## src/hw/rtl/sctg_pkg.sv

```systemverilog
`timescale 1ns / 1ps
// ----------------------------------------------------------------------------
// sctg_pkg
// Shared types, codes and constants of the station credit traffic gate.
// ----------------------------------------------------------------------------
package sctg_pkg;

	localparam int NUM_SLOTS_DEF = 16;
	localparam int ADDR_W = 48;
	localparam int WORD_W = 32;
	localparam int KBPS_W = 23;
	localparam int RUN_W = 16;
	localparam int SLOT_FIELD_W = 5;
	localparam int BITS_PER_BYTE = 8;
	localparam int PER_KILO = 1000;

	localparam logic [3:0] ACT_ADD = 4'd0;
	localparam logic [3:0] ACT_REMOVE = 4'd1;
	localparam logic [3:0] ACT_SET_EN = 4'd2;
	localparam logic [3:0] ACT_SET_CREDIT = 4'd3;
	localparam logic [3:0] ACT_SET_LOCK = 4'd4;
	localparam logic [3:0] ACT_RX = 4'd5;
	localparam logic [3:0] ACT_TX = 4'd6;
	localparam logic [3:0] ACT_SEEN = 4'd7;
	localparam logic [3:0] ACT_TICK = 4'd8;
	localparam logic [3:0] ACT_QUERY_MAC = 4'd9;
	localparam logic [3:0] ACT_QUERY_SLOT = 4'd10;
	localparam logic [3:0] ACT_SET_RIDER = 4'd11;

	localparam logic [1:0] ST_OK = 2'd0;
	localparam logic [1:0] ST_INVALID = 2'd1;
	localparam logic [1:0] ST_FULL = 2'd2;
	localparam logic [1:0] ST_DUP = 2'd3;

	localparam logic CFG_THRESHOLD = 1'b0;
	localparam logic CFG_TIMEOUT = 1'b1;

	// One slot record as it is stored in the table memory.
	typedef struct packed {
		logic [ADDR_W-1:0] addr;
		logic              enabled;
		logic [WORD_W-1:0] credit;
		logic [WORD_W-1:0] rx;
		logic [WORD_W-1:0] tx;
		logic [KBPS_W-1:0] kbps;
		logic [RUN_W-1:0]  run;
		logic              paused;
		logic              locked;
		logic              seen;
	} slot_rec_t;

	localparam int REC_W = $bits(slot_rec_t);

	typedef enum logic [2:0] {
		SQ_IDLE,
		SQ_SCAN,
		SQ_TICK,
		SQ_SHIFT,
		SQ_FINISH,
		SQ_OUT
	} sq_state_t;

	typedef struct packed {
		logic [1:0]        status;
		logic              found;
		logic [3:0]        slot_out;
		logic              allowed;
		logic [WORD_W-1:0] credit_out;
		logic [KBPS_W-1:0] throughput_out;
		logic              enabled_out;
		logic              paused_out;
		logic              locked_out;
		logic [4:0]        entry_count;
		logic [4:0]        rider_out;
		logic [1:0]        tick_flags;
	} result_t;

	// Tick update of one slot; returns the new record.
	function automatic slot_rec_t tick_slot(input slot_rec_t r, input logic [WORD_W-1:0] kb,
		input logic [WORD_W-1:0] thr, input logic [RUN_W-1:0] tmo);
		slot_rec_t n;
		n = r;
		n.rx = '0;
		n.tx = '0;
		n.seen = 1'b0;
		if (!r.seen) begin
			n.kbps = '0;
			n.run = '0;
			n.paused = 1'b1;
		end else begin
			n.kbps = kb[KBPS_W-1:0];
			if (kb > thr) begin
				n.run = '0;
				n.paused = 1'b0;
			end else begin
				if (r.run != {RUN_W{1'b1}}) begin
					n.run = r.run + 1'b1;
				end
				if (tmo == '0 || n.run >= tmo) begin
					n.paused = 1'b1;
				end
			end
			if (!n.paused && r.enabled && r.credit != '0 && !r.locked) begin
				n.credit = r.credit - 1'b1;
			end
		end
		return n;
	endfunction

endpackage

```

## src/hw/rtl/sctg_kbps.sv

```systemverilog
`timescale 1ns / 1ps
// ----------------------------------------------------------------------------
// sctg_kbps
// Converts a byte delta to kbps: (delta * 8 mod 2^32) / 1000 by reciprocal.
// ----------------------------------------------------------------------------
module sctg_kbps
	import sctg_pkg::*;
(
	input  logic              clk,
	input  logic [WORD_W-1:0] rx,
	input  logic [WORD_W-1:0] tx,
	output logic [WORD_W-1:0] kbps
);
	// q = floor(bits / 1000) via multiply by ceil(2^41/1000) with a fix-up.
	localparam logic [WORD_W-1:0] RECIP = 32'd2199023256;
	logic [WORD_W-1:0] bits_s1;
	logic [63:0]       prod;
	logic [WORD_W-1:0] est;
	logic [WORD_W-1:0] rem;
	logic [WORD_W-1:0] bits_s2;
	logic [WORD_W-1:0] est_s2;

	assign prod = bits_s1 * RECIP;
	assign est = {9'd0, prod[63:41]};

	always_ff @(posedge clk) begin
		bits_s1 <= (rx + tx) << 3;
		bits_s2 <= bits_s1;
		est_s2 <= est;
	end

	always_comb begin
		rem = bits_s2 - est_s2 * WORD_W'(PER_KILO);
		if (rem >= WORD_W'(PER_KILO)) begin
			kbps = est_s2 + 1'b1;
		end else begin
			kbps = est_s2;
		end
	end
endmodule

```

## config.mk

```make
export PLATFORM = sky130hd
export DESIGN_NAME = sctg_kbps
export DESIGN_NICKNAME = d
export VERILOG_FILES = /design/src/hw/rtl/sctg_pkg.sv /design/src/hw/rtl/sctg_kbps.sv
export SDC_FILE = /design/constraint.sdc
export NUM_CORES = 1
export LEC_CHECK = 0
export BUFFER_PORTS_ARGS = -buffer_cell sky130_fd_sc_hd__clkbuf_2
export CORE_AREA = 4 4 194 196
export DETAILED_ROUTE_END_ITERATION = 7
export DIE_AREA = 0 0 198 200
export PLACE_DENSITY = 0.76
export SKIP_LAST_GASP = 1
export SLEW_MARGIN = 20
export SYNTH_ARGS = -nofsm -noshare
export SYNTH_HDL_FRONTEND = slang
export SYNTH_SLANG_ARGS = --single-unit
```

## constraint.sdc

```tcl
create_clock -name clk -period 11.9 [get_ports clk]
set_input_delay 1.19 -clock clk [delete_from_list [all_inputs] [get_ports clk]]
set_output_delay 1.19 -clock clk [all_outputs]
set_load 0.1 [all_outputs]
```

======== Word level (Yosys, flattened, before mapping) ========
Index checks and enable logic that the tools add are counted.
storage, ports and cells
  bits in read-only memories .............. 0
  memory bits (writable) .................. 0
  memories ................................ 0
  latch bits .............................. 0
  bits in registers ....................... 81
  input port bits ......................... 65
  output and inout port bits .............. 32
operators by class
  multipliers ............................. 2
  bitwise operators ....................... 0
  reductions and logical operators ........ 0
  order comparisons ....................... 1
  div/mod/pow operators ................... 0
  multiplexer cells ....................... 1
  shift-type cells ........................ 0
  $add $sub $neg .......................... 3
  eq/ne operators ......................... 0
operators by type and width
  cell                    number
  $mul 29x29->58 const B  1
  $ge 32x10->1 const B    1
  $mux 32                 1
  $sub 32x32->32          1
  $add 29x29->29          1
  $mul 23x7->29 const B   1
  $add 23x1->24 const B   1

======== Depth between registers and ports, before layout ========
  word-level depth ........................ 4
  depth in mapped cells ................... 33
  gate-level depth less buffers ........... 32

======== Worst setup path before layout ========
Ideal clock, no wire load.
  path kind ............................... reg2out
  start point ............................. register est_s2[2]
  end point ............................... output port kbps[13]
  cell stages (with the launch flop) ...... 31
  data required time ...................... 10.710 ns
  data arrival time ....................... 8.481 ns
  setup slack ............................. 2.229 ns
  path buffers ............................ 1
  cell sequence ........................... dfxtp_1 > fa_1 > fa_1 > inv_1 > fa_1 > fa_1 > inv_1 > ha_1 > o21ai_0 > a21oi_1 > o21ai_0 > a21boi_0 > o2111ai_1 > nand3_1 > nand3_1 > a31oi_1 > mux2i_1 > a2111oi_0 > ha_1 > buf_2 > nor3b_1 > a221oi_1 > nand3_1 > nor4b_1 > o211ai_1 > nor4_1 > nand4b_1 > nor4_4 > a31oi_4 > and4_4 > xnor2_1
on the way
  word-level cells in the longest chain between the ends .. 4
  elaborated cells on any way between the ends .. 5
RTL lines
  what                      line             text
  start: declaration        sctg_kbps.sv:21  logic [WORD_W-1:0] est_s2;
  start signal: assignment  sctg_kbps.sv:29  est_s2 <= est;
  $mul 23x7->29             sctg_kbps.sv:33  rem = bits_s2 - est_s2 * WORD_W'(PER_KILO);
  $sub 32x32->32            sctg_kbps.sv:33
  $ge 32x10->1              sctg_kbps.sv:34  if (rem >= WORD_W'(PER_KILO)) begin
  $mux 32 (*)               sctg_kbps.sv:34
  end: declaration          sctg_kbps.sv:12  output logic [WORD_W-1:0] kbps
Every way passes the cells marked *; elsewhere a longest branch is shown, timed or not.

======== Worst setup path after layout ========
  start point ............................. register est_s2[2]
  end point ............................... output port kbps[6]
The elaborated chain is that of the path after synthesis.

==> key figures <==
Synthesis
  – Post-synth EDFFs: 0
  – Top FF cell, synth: dfxtp_1
  – Post-synthesis compound-gate area fraction: 9.73%
  – Synth Register Bits: 81
  – Synth warn: 0
  – Area share of and/or/nand/nor cells after synthesis: 7.44%
  – Async set-reset flop share out of synthesis: 0%
  – Syn Inst Count: 2177
  – Post-Synth Adder-Cell Area: 61.0%
  – Synth Cell Area: 21400 um^2
  – Syn avg cell area: 9.81 um^2
  – Synth Area in XOR/XNOR: 4.06%
  – Post-synth top area share: 32.6%
  – Area contributors post-synth: fa_1, ha_1, inv_1
  – Yosys cell types: 75
  – Multiplexer share of the synthesized area: 0.187%
  – Largest family of logic cells by synthesized area: adder cells
  – Register area share after synthesis: 7.59%
  – Largest area contributor in the netlist: fa_1

Final layout
  – Multi-input logic area: 17600 um^2
  – Area delta synth->final: 5.75%
  – Design area: 22600 um^2
  – Layout Nets: 3159
  – # diodes: 0
  – Share of layout cells above drive strength 1: 5.51%
  – Fill cells: 2982
  – Storage cell area: 1620 um^2
  – Commonest non-fill, non-tap cells in the layout: inv_1, ha_1, fa_1
  – Post-Layout Cell Count: 2735
  – Commonest non-fill, non-tap cell in the layout: inv_1

CTS
  – CTS HTree Levels: 3
  – Setup Buffers After CTS: 0
  – Clk buf depth: 2
  – CTS root buf: clkbuf_16
  – Worst skew pair latency: 0.37 ns
  – Total CTS buffers: 9
  – Hold-fix buffers, CTS: 0
  – Post-CTS Resized: 0
  – Clk sinks: 81
  – CTS tree: built
  – Reg clk slew, reported paths: 0.07 ns

Timing
  – Final Max Slew Viols: 0
  – Max-slew headroom: 33.3%
  – Final setup viols: 0
  – Worst-Margin Slew: 0.993 ns
  – Clock skew: 0.0153 ns
  – Fin. Hold Viols: 0
  – Crit share post-route: 87.6%
  – Setup ws final: 1.47 ns
  – RSZ-0062 raised after global routing: false
  – Max Fclk: 95.9 MHz
  – Minimum clock period: 10.43 ns
  – Final setup TNS: 0 ns

Route
  – Routed wire length: 49.9 mm
  – Total number of vias: 15451
  – Pre-antenna DRT Iters: 5
  – Post-DR wirelength/cell: 18.2 um
  – DR iter-0 viols: 742
  – Vias/cell: 5.65
  – # DRC: 0
  – ANT nets after route: 0

Worst setup path
  – CP Class: reg2out
  – CP endpoint kind: output port
  – Slowest CP cell: dfxtp_1
  – Slowest stage delay, CP: 0.55 ns
  – Critical path required time: 10.71 ns
  – Critical path fanouts, max: 14
  – CP Data Arrival Time: 9.24 ns
  – Crit path launch type: flip-flop
  – Most frequent cell on the critical path: fa_1

Placement
  – GPL Wtd Cong: 0.947
  – Placed insts: 2719
  – DP Worst Slack: 1.90 ns
  – Area post-placement: 22300 um^2
  – DP Wirelength: 42.7 mm
  – Buffers on Ports: 82

Die
  – Die W: 198 um
  – Cell row count: 70
  – Die Ht: 200 um
  – Initial Utilization: 59.2%
  – IO Count: 97
  – Die area: 39600 um^2
  – Core area: 36100 um^2

Global route
  – Largest net degree at the start of global routing: 16
  – Vias in the first global route: 16594
  – Grt ovf: 0
  – Global Route Usage Sum: 26.5%
  – First-pass GRT wire length: 82.3 mm
  – Antenna violations before repair: 1

Flow run
  – Max_cap viols: 0

Worst hold path
  – Min-delay worst type: reg2reg

Outcome
  – Status: finished clean
## logic make-up (layout without fill, tap and decap cells)
| kind of cell | after synthesis | after routing |
|---|---|---|
| compound gates | 312 | 312 |
| xor+xnor | 99 | 99 |
| fa+ha+maj | 832 | 832 |
| buf+inv | 554 | 637 |
| flops | 81 | 81 |
| mux | 4 | 4 |
| other cells | 1 | 8 |
| simple gates | 294 | 294 |
## critical path, delay by kind of cell (launching register included)
| family | cells | cell delay [ns] |
|---|---|---|
| compound gates | 10 | 2.14 |
| xor+xnor | 1 | 0.19 |
| fa+ha+maj | 6 | 2.81 |
| buf+inv | 3 | 0.60 |
| flops | 1 | 0.55 |
| mux | 1 | 0.14 |
| simple gates | 9 | 2.41 |
## metal layers
metal / global-route usage (%) / vias up / part of all wire [%]
met2: 44.8 / 355 / 49
met1: 35.2 / 7701 / 43
met4: 8.47 / 0 / 2.7
met3: 4.21 / 78 / 5.4
li1: - / 7317 / -
met5: 0 / - / 0
## cell type report
class	instances	area share, %
well taps	468	2.59
clock inverters	6	0.222
inverters	529	8.79
multi-input cells	1549	78.0
repair buffers	92	2.15
clock buffers	10	1.01
flip-flops and latches	81	7.18
## flip-flops by register name, indices dropped and copies added, names as in the netlist
signal   flops
bits_s2     29
est_s2      23
bits_s1     29
## worst paths after layout
check	slack, ns	to	startpoint	cells past startpoint
hold / removal	0.57	bits_s2[27]	bits_s1[27]	0
setup / recovery	1.47	kbps[6]	est_s2[2]	30
hold reg to reg	0.57	bits_s2[27]	bits_s1[27]	0
setup reg to reg	3.52	est_s2[21]	bits_s1[13]	22
## cells in the mapped netlist (6+ instances only)
library cell,instances
o21a_1,12
a31oi_1,19
inv_1,529
nor2b_1,16
dfxtp_1,81
o211ai_1,8
nand2b_1,13
and3_1,21
nor2_1,51
clkbuf_1,7
xor2_1,30
a211oi_1,8
ha_1,484
o21ai_0,50
and2_1,6
nand3_1,34
nand4_1,21
a21o_1,44
nor3_1,29
buf_4,8
a21oi_1,98
buf_2,7
fa_1,348
and4_1,6
nor3b_1,8
or2_2,6
nor4_1,7
nand2_1,54
o21bai_1,9
xnor2_1,69
## stage by stage
step	utilization, %	hold slack, ns
after floorplan	-	0.451
after global placement	61.8	0.551
after detailed placement	61.8	0.546
after CTS	62.6	0.558
after global routing	62.6	0.584
final	62.6	0.574
Power is not shown: default switching activity piles up to over one toggle a cycle in this logic, so the estimate is an artifact.
