--- config.mk ---
export PLATFORM = sky130hd
export DESIGN_NAME = sctg_ram
export DESIGN_NICKNAME = d
export VERILOG_FILES = /design/src/hw/rtl/sctg_ram.sv
export SDC_FILE = /design/constraint.sdc
export NUM_CORES = 1
export LEC_CHECK = 0
export ABC_AREA = 1
export BUFFER_PORTS_ARGS = -buffer_cell sky130_fd_sc_hd__buf_2
export CORE_MARGIN = 5
export CORE_UTILIZATION = 44
export CTS_BUF_LIST = sky130_fd_sc_hd__clkbuf_2
export DETAILED_ROUTE_END_ITERATION = 8
export PLACE_DENSITY_LB_ADDON = 0.08
export SLEW_MARGIN = 40
export SYNTH_ARGS = -nofsm -noshare
export SYNTH_HDL_FRONTEND = slang
export SYNTH_SLANG_ARGS = --single-unit
--- constraint.sdc ---
create_clock -name clk -period 1.4 [get_ports clk]
set_input_delay 0.07 -clock clk [delete_from_list [all_inputs] [get_ports clk]]
set_output_delay 0.07 -clock clk [all_outputs]
set_load 0.01 [all_outputs]
--- src/hw/rtl/sctg_ram.sv ---
`timescale 1ns / 1ps
// ----------------------------------------------------------------------------
// sctg_ram
// Generic single-port-write, single-read RAM with registered read data.
// ----------------------------------------------------------------------------
module sctg_ram #(
	parameter int WIDTH = 8,
	parameter int DEPTH = 16
) (
	input  logic                     clk,
	input  logic                     we,
	input  logic [$clog2(DEPTH)-1:0] waddr,
	input  logic [WIDTH-1:0]         wdata,
	input  logic [$clog2(DEPTH)-1:0] raddr,
	output logic [WIDTH-1:0]         rdata
);
	logic [WIDTH-1:0] mem [DEPTH];

	always_ff @(posedge clk) begin
		if (we) begin
			mem[waddr] <= wdata;
		end
		rdata <= mem[raddr];
	end
endmodule

Yosys cells after proc, flatten, opt, wreduce, memory -nomap -nowiden --
Memory sizes are Yosys's and may differ from the RTL's. A register that Yosys moved wholly into a read port is not among the register bits. Cells that the tools add are included.
Word-level totals: register bits 0, bits in writable memories 128, input bits 18, output and inout port bits 8, word-level logic and storage cells 3, memories 1
Cells by class: mux-type cells 2
Memory list:
- mem | words 16, width 8, read ports 1, clocked after memory_dff 1, wr ports 1, line 17 | logic [WIDTH-1:0] mem [DEPTH];
Operators by type and width (number):
- $mux 1 | 2

Longest topological paths before layout --
Gate-level depths: netlist (run 1).
word-level depth 2, depth in mapped cells 8, gate-level depth less buffers 7

Least setup slack after synthesis (run 1) --
Ideal clock, no wire load.
path kind input to register, start point input port waddr[2], end point memory mem[10][0] (enable), setup time 370 ps, arrival time 651 ps, data required time 1030 ps, path slack 379 ps, cell stages on the path 2, path buffers 0, cells stage by stage nand3b_1 > nor2_1
RTL lines:
- start, declared | line 12 | input logic [$clog2(DEPTH)-1:0] waddr,
- end, declared | line 17
Straight into the memory's write port.

Final worst setup path (run 1) --
start point input port waddr[0], end point memory mem[3][2] (enable)
Straight into the memory's write port.

==> impl_metrics.ini, run 1 <==
[synthesis]
ys_seq_elements = 136
ys_types = 12
syn_nets = 569
ys_warn_count = 0
synth_seq_area_share_pct = 69.4
synth_cells = 551
synth.top_cell.area_share_pct = 66.7
avgSynthCellArea_sq_um = 10.5
yosysTopAreaCell = edfxtp_1
ys_top_cells_by_area = edfxtp_1, nand2_1, nand3_1
synth_area_sq_um = 5770

[outcome]
status = finished, violations left
violations = negative setup slack

[global_route]
grt_pass1_wl_mm = 20.6
grt_usage_pct = 17.6
antenna_found_initial = 0
grt_overflow_total = 0
grt_pass1_vias = 3693
grt_max_degree = 61

[cts]
clock-sinks = 136
tritoncts = yes
root_buffer = clkbuf_2
htreeDepth = 4
cts_buffer_depth = 2
clkTransAtPathRegs_ns = 0.17
cts_made_buffers = 17
clk_latency_ns = 0.71
cts_setup_buffers = 0

[drt]
vias = 3830
vias_per_cell = 4.76
drt_iter0_drc = 263
routed_wirelength_mm = 13.0
drc_errors = 0
drt-pass1-iter-count = 5
ant_nets = 0
wl_per_cell_microns = 16.2

[power]
p_sw_mw = 1.71
clkPwrFrac_pct = 27.1
combPwrFrac_pct = 8.7
p_int_mw = 5.41
power.density_nw_per_um2 = 1080
sw_frac_of_total_pct = 24.0
pwr-share-seq_pct = 64.2
leakage_nw = 2.89
peakVddDrop_mv = 0.414

[placed_design]
hpwl_mm = 8.11
place_inst = 754
numPortBuffers = 25
pre_cts_slack_ns = 0.221
place.gp.congestion = 0.800

[sta]
slew_headroom_pct = 68.3
timing.fmax_ghz = 0.714
slew_viol_final = 0
hold_viol_final = 0
min_period_ns = 1.40
worst_pin_slew_ns = 0.476
period_share_pct = 100
rsz0062_at_grt = false
fin_skew_ns = 0.0348
finalSetupViolations = 1
whs_ns = 0.0774
setup_ws_ns = -0.00122

[worst_setup_path]
required_ns = 1.81
startpoint_type = input port
reg2reg_depth = 6
critPathKind = in2reg
rrSetupSlack_ns = 0.39
path_max_fanout = 5
crit_arrival_ns = 1.82
end_kind = register

[floorplanning]
fp.dieW_microns = 124
ioPinCount = 26
rows = 41
dieArea_sq_um = 15500
design.core.area_sq_um = 12700
start_util_pct = 45.3
die_h_microns = 124

[min_path]
hold_class = in2reg
min_path_cells = 4

[job]
maxCapViolCount = 0

[finish]
nets = 638
antenna_cells = 0
final_cells = 805
drive_above_1_share_pct = 13.4
area.growth.synth_to_final_pct = 14.2
sequential cells by signal, summed over array words and instances, names as in the netlist:
signal / flops
mem: 128
rdata: 8
synthesized netlist by cell type:
| cell type | number |
|---|---|
| inv_1 | 100 |
| buf_4 | 4 |
| inv_2 | 2 |
| nor2_1 | 17 |
| dfxtp_1 | 8 |
| buf_2 | 13 |
| buf_6 | 6 |
| nand3_1 | 97 |
| buf_1 | 1 |
| nand3b_1 | 2 |
| nand2_1 | 173 |
| edfxtp_1 | 128 |
power groups by stage:
stage                     Sequential [mW]  Clock (mW)  Combinational (mW)
after floorplan                      4.67           0               0.321
after global placement               4.66           0               0.582
after detailed placement             4.66           0               0.589
after CTS                            4.57        1.99               0.627
after global routing                 4.58        2.22               0.698
final                                4.57        1.93               0.620
per-stage QoR:
stage	total power, mW	TNS [ns]	utilization, %	cell area [sq um]
2_1_floorplan	4.99	0	-	5770
5_1_grt	7.50	0	51.8	6590
3_3_place_gp	5.25	0	48.9	6220
3_5_place_dp	5.25	0	48.9	6220
6_report	7.12	-0.00122	51.8	6590
4_1_cts	7.19	0	51.7	6580
repair_timing:
item / CTS / global route
endpoints found under the setup margin: 0 / 1
hold buffers: 18 / 1
hold endpoints to repair: 199 / 13
resized for setup: 0 / 1
worst max-delay path: stages:
cell and delay [ns]:
dlygate4sd3_1 0.53, buf_2 0.12, nand2_1 0.14, dlygate4sd3_1 0.61, nor2_1 0.16, buf_4 0.18
layer usage:
| layer | vias up | track usage, % | share of wire, % |
|---|---|---|---|
| li1 | 1908 | - | - |
| met2 | 93 | 28.0 | 48 |
| met4 | 0 | 5.22 | 1.3 |
| met1 | 1815 | 23.2 | 45 |
| met3 | 14 | 5.36 | 4.9 |
| met5 | - | 0 | 0 |
placed cells by master, fill, tap and decap left out, drive strengths merged:
master         n
dlygate4sd3   19
dfxtp          8
buf           55
clkinv         8
edfxtp       128
nor2          17
clkbuf        23
inv          102
nand3         97
bufinv         1
nand2        173
nand3b         2
kinds of logic after synthesis:
kind of cell | after synthesis | share of synthesized area, %
buf+inv | 126 | 9.52
flops | 136 | 69.4
simple gates | 289 | 21.0
final timing paths:
kind | from | endpoint
setup / recovery | waddr[0] | mem[3][2]
hold / removal | waddr[2] | mem[12][4]
setup reg to reg | mem[1][4] | rdata[4]
hold reg to reg | mem[12][2] | rdata[2]
layout make-up:
cell class,instances,area [sq um]
clock buffers,23,115
clock inverters,9,63.8
fillers,1211,6140
inverters,102,383
multi-input cells,289,1210
flip-flops and latches,136,4010
well taps,172,215
repair buffers,74,591
(Power assumes the default switching activity.)
==> run 2: changes to the inputs <==
--- a/config.mk
+++ b/config.mk
@@ -12,6 +12,7 @@
 export CTS_BUF_LIST = sky130_fd_sc_hd__clkbuf_2
 export DETAILED_ROUTE_END_ITERATION = 8
 export PLACE_DENSITY_LB_ADDON = 0.08
+export SKIP_CTS_REPAIR_TIMING = 1
 export SLEW_MARGIN = 40
 export SYNTH_ARGS = -nofsm -noshare
 export SYNTH_HDL_FRONTEND = slang
==> impl_metrics.ini, run 2 (synthesis results as in run 1) <==
[finish]
multi_input_area_sq_um = 1210
largest_registers = mem: 128 flops, rdata: 8 flops
nets = 637
post-route-util_pct = 51.7
drive_above_1_share_pct = 13.6
final_common_cell = nand2_1
most-common-layout-cells = nand2_1, edfxtp_1, inv_1, nand3_1, buf_4
regMostFlops = mem
seq_area_sq_um = 4010
fillers = 1213
largest_register_ffs = 128
antenna_cells = 0
area.growth.synth_to_final_pct = 14.1

[global_route]
grt_overflow_total = 0
grt_usage_pct = 17.3
grt_pass1_wl_mm = 20.2
antenna_found_initial = 0
grt_max_degree = 61
grt_pass1_vias = 3586

[sta]
worst_pin_slew_ns = 0.479
rsz0062_at_grt = false
whs_ns = 0.0764
timing.fmax_ghz = 0.738
fin_skew_ns = 0.0314
period_share_pct = 96.7
slew_viol_final = 0
finalSetupViolations = 0
slew_headroom_pct = 68.1
setup_tns_ns = 0
hold_viol_final = 0
min_period_ns = 1.35

[worst_setup_path]
end_kind = register
reg2reg_from = mem[1][4]
startpoint_type = input port
critPathKind = in2reg
crit_arrival_ns = 1.77
slowest_stage = dlygate4sd3_1
cp_common_cell = dlygate4sd3_1
rrSetupSlack_ns = 0.40
path_max_fanout = 5
startpoint = we
required_ns = 1.81
max_stage_delay_ns = 0.60
crit_chain = dlygate4sd3_1, buf_2, nand2_1, dlygate4sd3_1, nor2_1, buf_4

[placed_design]
hpwl_mm = 8.11
place.gp.congestion = 0.800
numPortBuffers = 25

[cts]
tritoncts = yes
htreeDepth = 4
cts_made_buffers = 17
clock-sinks = 136
clk_latency_ns = 0.71
cts_buffer_depth = 2
clkTransAtPathRegs_ns = 0.18
root_buffer = clkbuf_2

[drt]
drt-pass1-iter-count = 7
vias_per_cell = 4.76
ant_nets = 0
drc_errors = 0
wl_per_cell_microns = 16.1
vias = 3830
drt_iter0_drc = 236
routed_wirelength_mm = 12.9

[floorplanning]
fp.dieW_microns = 124
rows = 41
die_h_microns = 124
start_util_pct = 45.3
dieArea_sq_um = 15500
ioPinCount = 26
design.core.area_sq_um = 12700

[power]
power.density_nw_per_um2 = 1080
total_power_mw = 7.12
leakage_nw = 2.89
peakVddDrop_mv = 0.412

[min_path]
hold_class = in2reg
holdCritStartpoint = waddr[2]

[job]
maxCapViolCount = 0

[outcome]
status = complete, no violations
run 2: cell count changes in the layout (fill, tap and decap cells not counted), sizes merged:
cell / change
dlygate4sd3: -1
run 2: critical path: cells and delay by family:
kind                   cells  cell delay [ns]
buffers and inverters      4             1.44
and+or+nand+nor            2             0.25
run 2: final cells by class:
cell class                      count  area share (%)
Multi-Input combinational cell    289            18.5
Tap cell                          172            3.27
Inverter                          102            5.82
Clock inverter                      9           0.970
Clock buffer                       23            1.75
Timing Repair Buffer               73            8.83
Sequential cell                   136            60.9
run 2: power breakdown:
group          switching, mW  internal [mW]  total, mW
sequential            0.0262           4.55       4.57
clock                   1.28          0.646       1.93
combinational          0.398          0.217      0.616
run 2: stage by stage:
step	worst slack [ns]	std cells	area (sq um)
final	0.0459	804	6580
after global routing	0.00513	804	6580
after CTS	0.0648	786	6390
after detailed placement	0.221	754	6220
after global placement	0.243	754	6220
after floorplan	0.379	551	5770
run 2: worst paths after layout:
check                to  cells past startpoint
max           mem[1][7]                      6
min          mem[12][4]                      4
max reg2reg    rdata[4]                      6
min reg2reg    rdata[2]                      6
run 2: layer usage:
metal	wire length, microns	GRT usage, %	up-vias	share of wire (%)
met5	0	0	-	0
met3	720	5.40	14	5.6
li1	-	-	1908	-
met4	168	5.22	0	1.3
met1	5820	23.0	1799	45
met2	6240	27.3	109	48
==> run 3: changes to the inputs <==
--- a/config.mk
+++ b/config.mk
@@ -6,11 +6,11 @@
 export NUM_CORES = 1
 export LEC_CHECK = 0
 export ABC_AREA = 1
-export BUFFER_PORTS_ARGS = -buffer_cell sky130_fd_sc_hd__buf_2
 export CORE_MARGIN = 5
 export CORE_UTILIZATION = 44
 export CTS_BUF_LIST = sky130_fd_sc_hd__clkbuf_2
 export DETAILED_ROUTE_END_ITERATION = 8
+export DONT_BUFFER_PORTS = 1
 export PLACE_DENSITY_LB_ADDON = 0.08
 export SKIP_CTS_REPAIR_TIMING = 1
 export SLEW_MARGIN = 40
==> impl_metrics.ini, run 3 (synthesis results as in run 1) <==
[outcome]
status = complete, no violations

[finish]
most-common-layout-cells = nand2_1, edfxtp_1, inv_1, nand3_1, buf_4
largest_registers = mem: 128 flops, rdata: 8 flops
nets = 611
largest_register_ffs = 128
regMostFlops = mem
final_common_cell = nand2_1
area.growth.synth_to_final_pct = 13.6
drive_above_1_share_pct = 9.74
post-route-util_pct = 51.5

[worst_setup_path]
reg2reg_depth = 6
rrSetupSlack_ns = 0.37
required_ns = 1.81
crit_arrival_ns = 1.71
critPathKind = in2reg
startpoint = waddr[1]
path_max_fanout = 8
crit_end = mem[15][1]
reg2reg_from = mem[5][1]
startpoint_type = input port
r2r_end = rdata[1]
end_kind = register

[sta]
hold_viol_final = 0
min_period_ns = 1.30
setup_tns_ns = 0
worst_pin_slew_ns = 0.847
slew_headroom_pct = 43.4
finalSetupViolations = 0
fin_skew_ns = 0.0266
timing.fmax_ghz = 0.767
period_share_pct = 93.1
rsz0062_at_grt = false
slew_viol_final = 0

[cts]
tritoncts = yes
root_buffer = clkbuf_2
clock-sinks = 136
clkTransAtPathRegs_ns = 0.18
cts_buffer_depth = 2
cts_made_buffers = 17
clk_latency_ns = 0.70
htreeDepth = 4

[drt]
ant_nets = 0
routed_wirelength_mm = 12.8
drt_iter0_drc = 301
wl_per_cell_microns = 16.4
drt-pass1-iter-count = 4
vias = 3677
drc_errors = 0
vias_per_cell = 4.71

[power]
leakage_nw = 2.82
peakVddDrop_mv = 0.576
power.density_nw_per_um2 = 1170

[job]
maxCapViolCount = 0

[min_path]
hold_class = in2reg
holdCritStartpoint = raddr[3]
min_path_cells = 3

[global_route]
grt_max_degree = 66
grt_pass1_wl_mm = 19.6
grt_pass1_vias = 3527
grt_usage_pct = 16.8
antenna_found_initial = 4
grt_overflow_total = 0

[floorplanning]
rows = 41
design.core.area_sq_um = 12700
ioPinCount = 26
dieArea_sq_um = 15500
start_util_pct = 45.3
fp.dieW_microns = 124
die_h_microns = 124

[placed_design]
place.gp.congestion = 0.805
hpwl_mm = 7.92
numPortBuffers = 0
-- run 3: cell types whose count changed in the layout (fill, tap and decap cells not counted), moves of 3 or more --
cell	delta
buf_2	-25
clkbuf_2	-6
bufinv_16	+3
diode_2	+3
-- run 3: layout make-up --
cell class,count,area [sq um]
clock buffer,17,85.1
fill,1210,6170
multi-input combinational,289,1210
tap,172,215
clock inverter,15,184
sequential,136,4000
antenna,3,7.51
timing repair buffer,47,458
inverter,102,383
-- run 3: how the worst min path moves through the flow --
stage | end
detailed placement | mem[2][3]
global route | rdata[7]
floorplan | mem[0][0]
finish | rdata[7]
CTS | mem[5][7]
global placement | mem[1][7]
-- run 3: power by group --
part           total (mW)  internal (mW)  leakage [nW]  switching, mW
Sequential           4.59           4.55          1.22         0.0474
Combinational       0.541          0.184          1.44          0.357
Clock                2.54           1.15         0.156           1.40
Total                7.68           5.88          2.82           1.80
-- run 3: routing by layer --
| metal | up-vias | GRT usage (%) | wire (microns) |
|---|---|---|---|
| met5 | - | 0 | 7 |
| met4 | 2 | 6.06 | 52 |
| met3 | 4 | 4.76 | 765 |
| met2 | 85 | 25.7 | 5950 |
| met1 | 1723 | 22.8 | 6010 |
| li1 | 1863 | - | - |
-- run 3: worst max-delay path: stages --
cell           delay [ns]
dlygate4sd3_1        0.57
nand2_1              0.06
dlygate4sd3_1        0.64
nor2_1               0.15
buf_4                0.21
-- run 3: per-stage QoR --
| stage | setup WS, ns | instance area, sq um | instances | total power [mW] | hold slack (ns) |
|---|---|---|---|---|---|
| 2_1_floorplan | 0.379 | 5770 | 551 | 4.99 | 0.169 |
| 5_1_grt | 0.0403 | 6550 | 781 | 8.03 | 0.252 |
| 3_5_place_dp | 0.338 | 6040 | 725 | 5.06 | 0.170 |
| 4_1_cts | 0.0761 | 6300 | 757 | 7.58 | -0.631 |
| 3_3_place_gp | 0.319 | 6040 | 725 | 5.05 | 0.170 |
| 6_report | 0.0965 | 6550 | 781 | 7.68 | 0.324 |
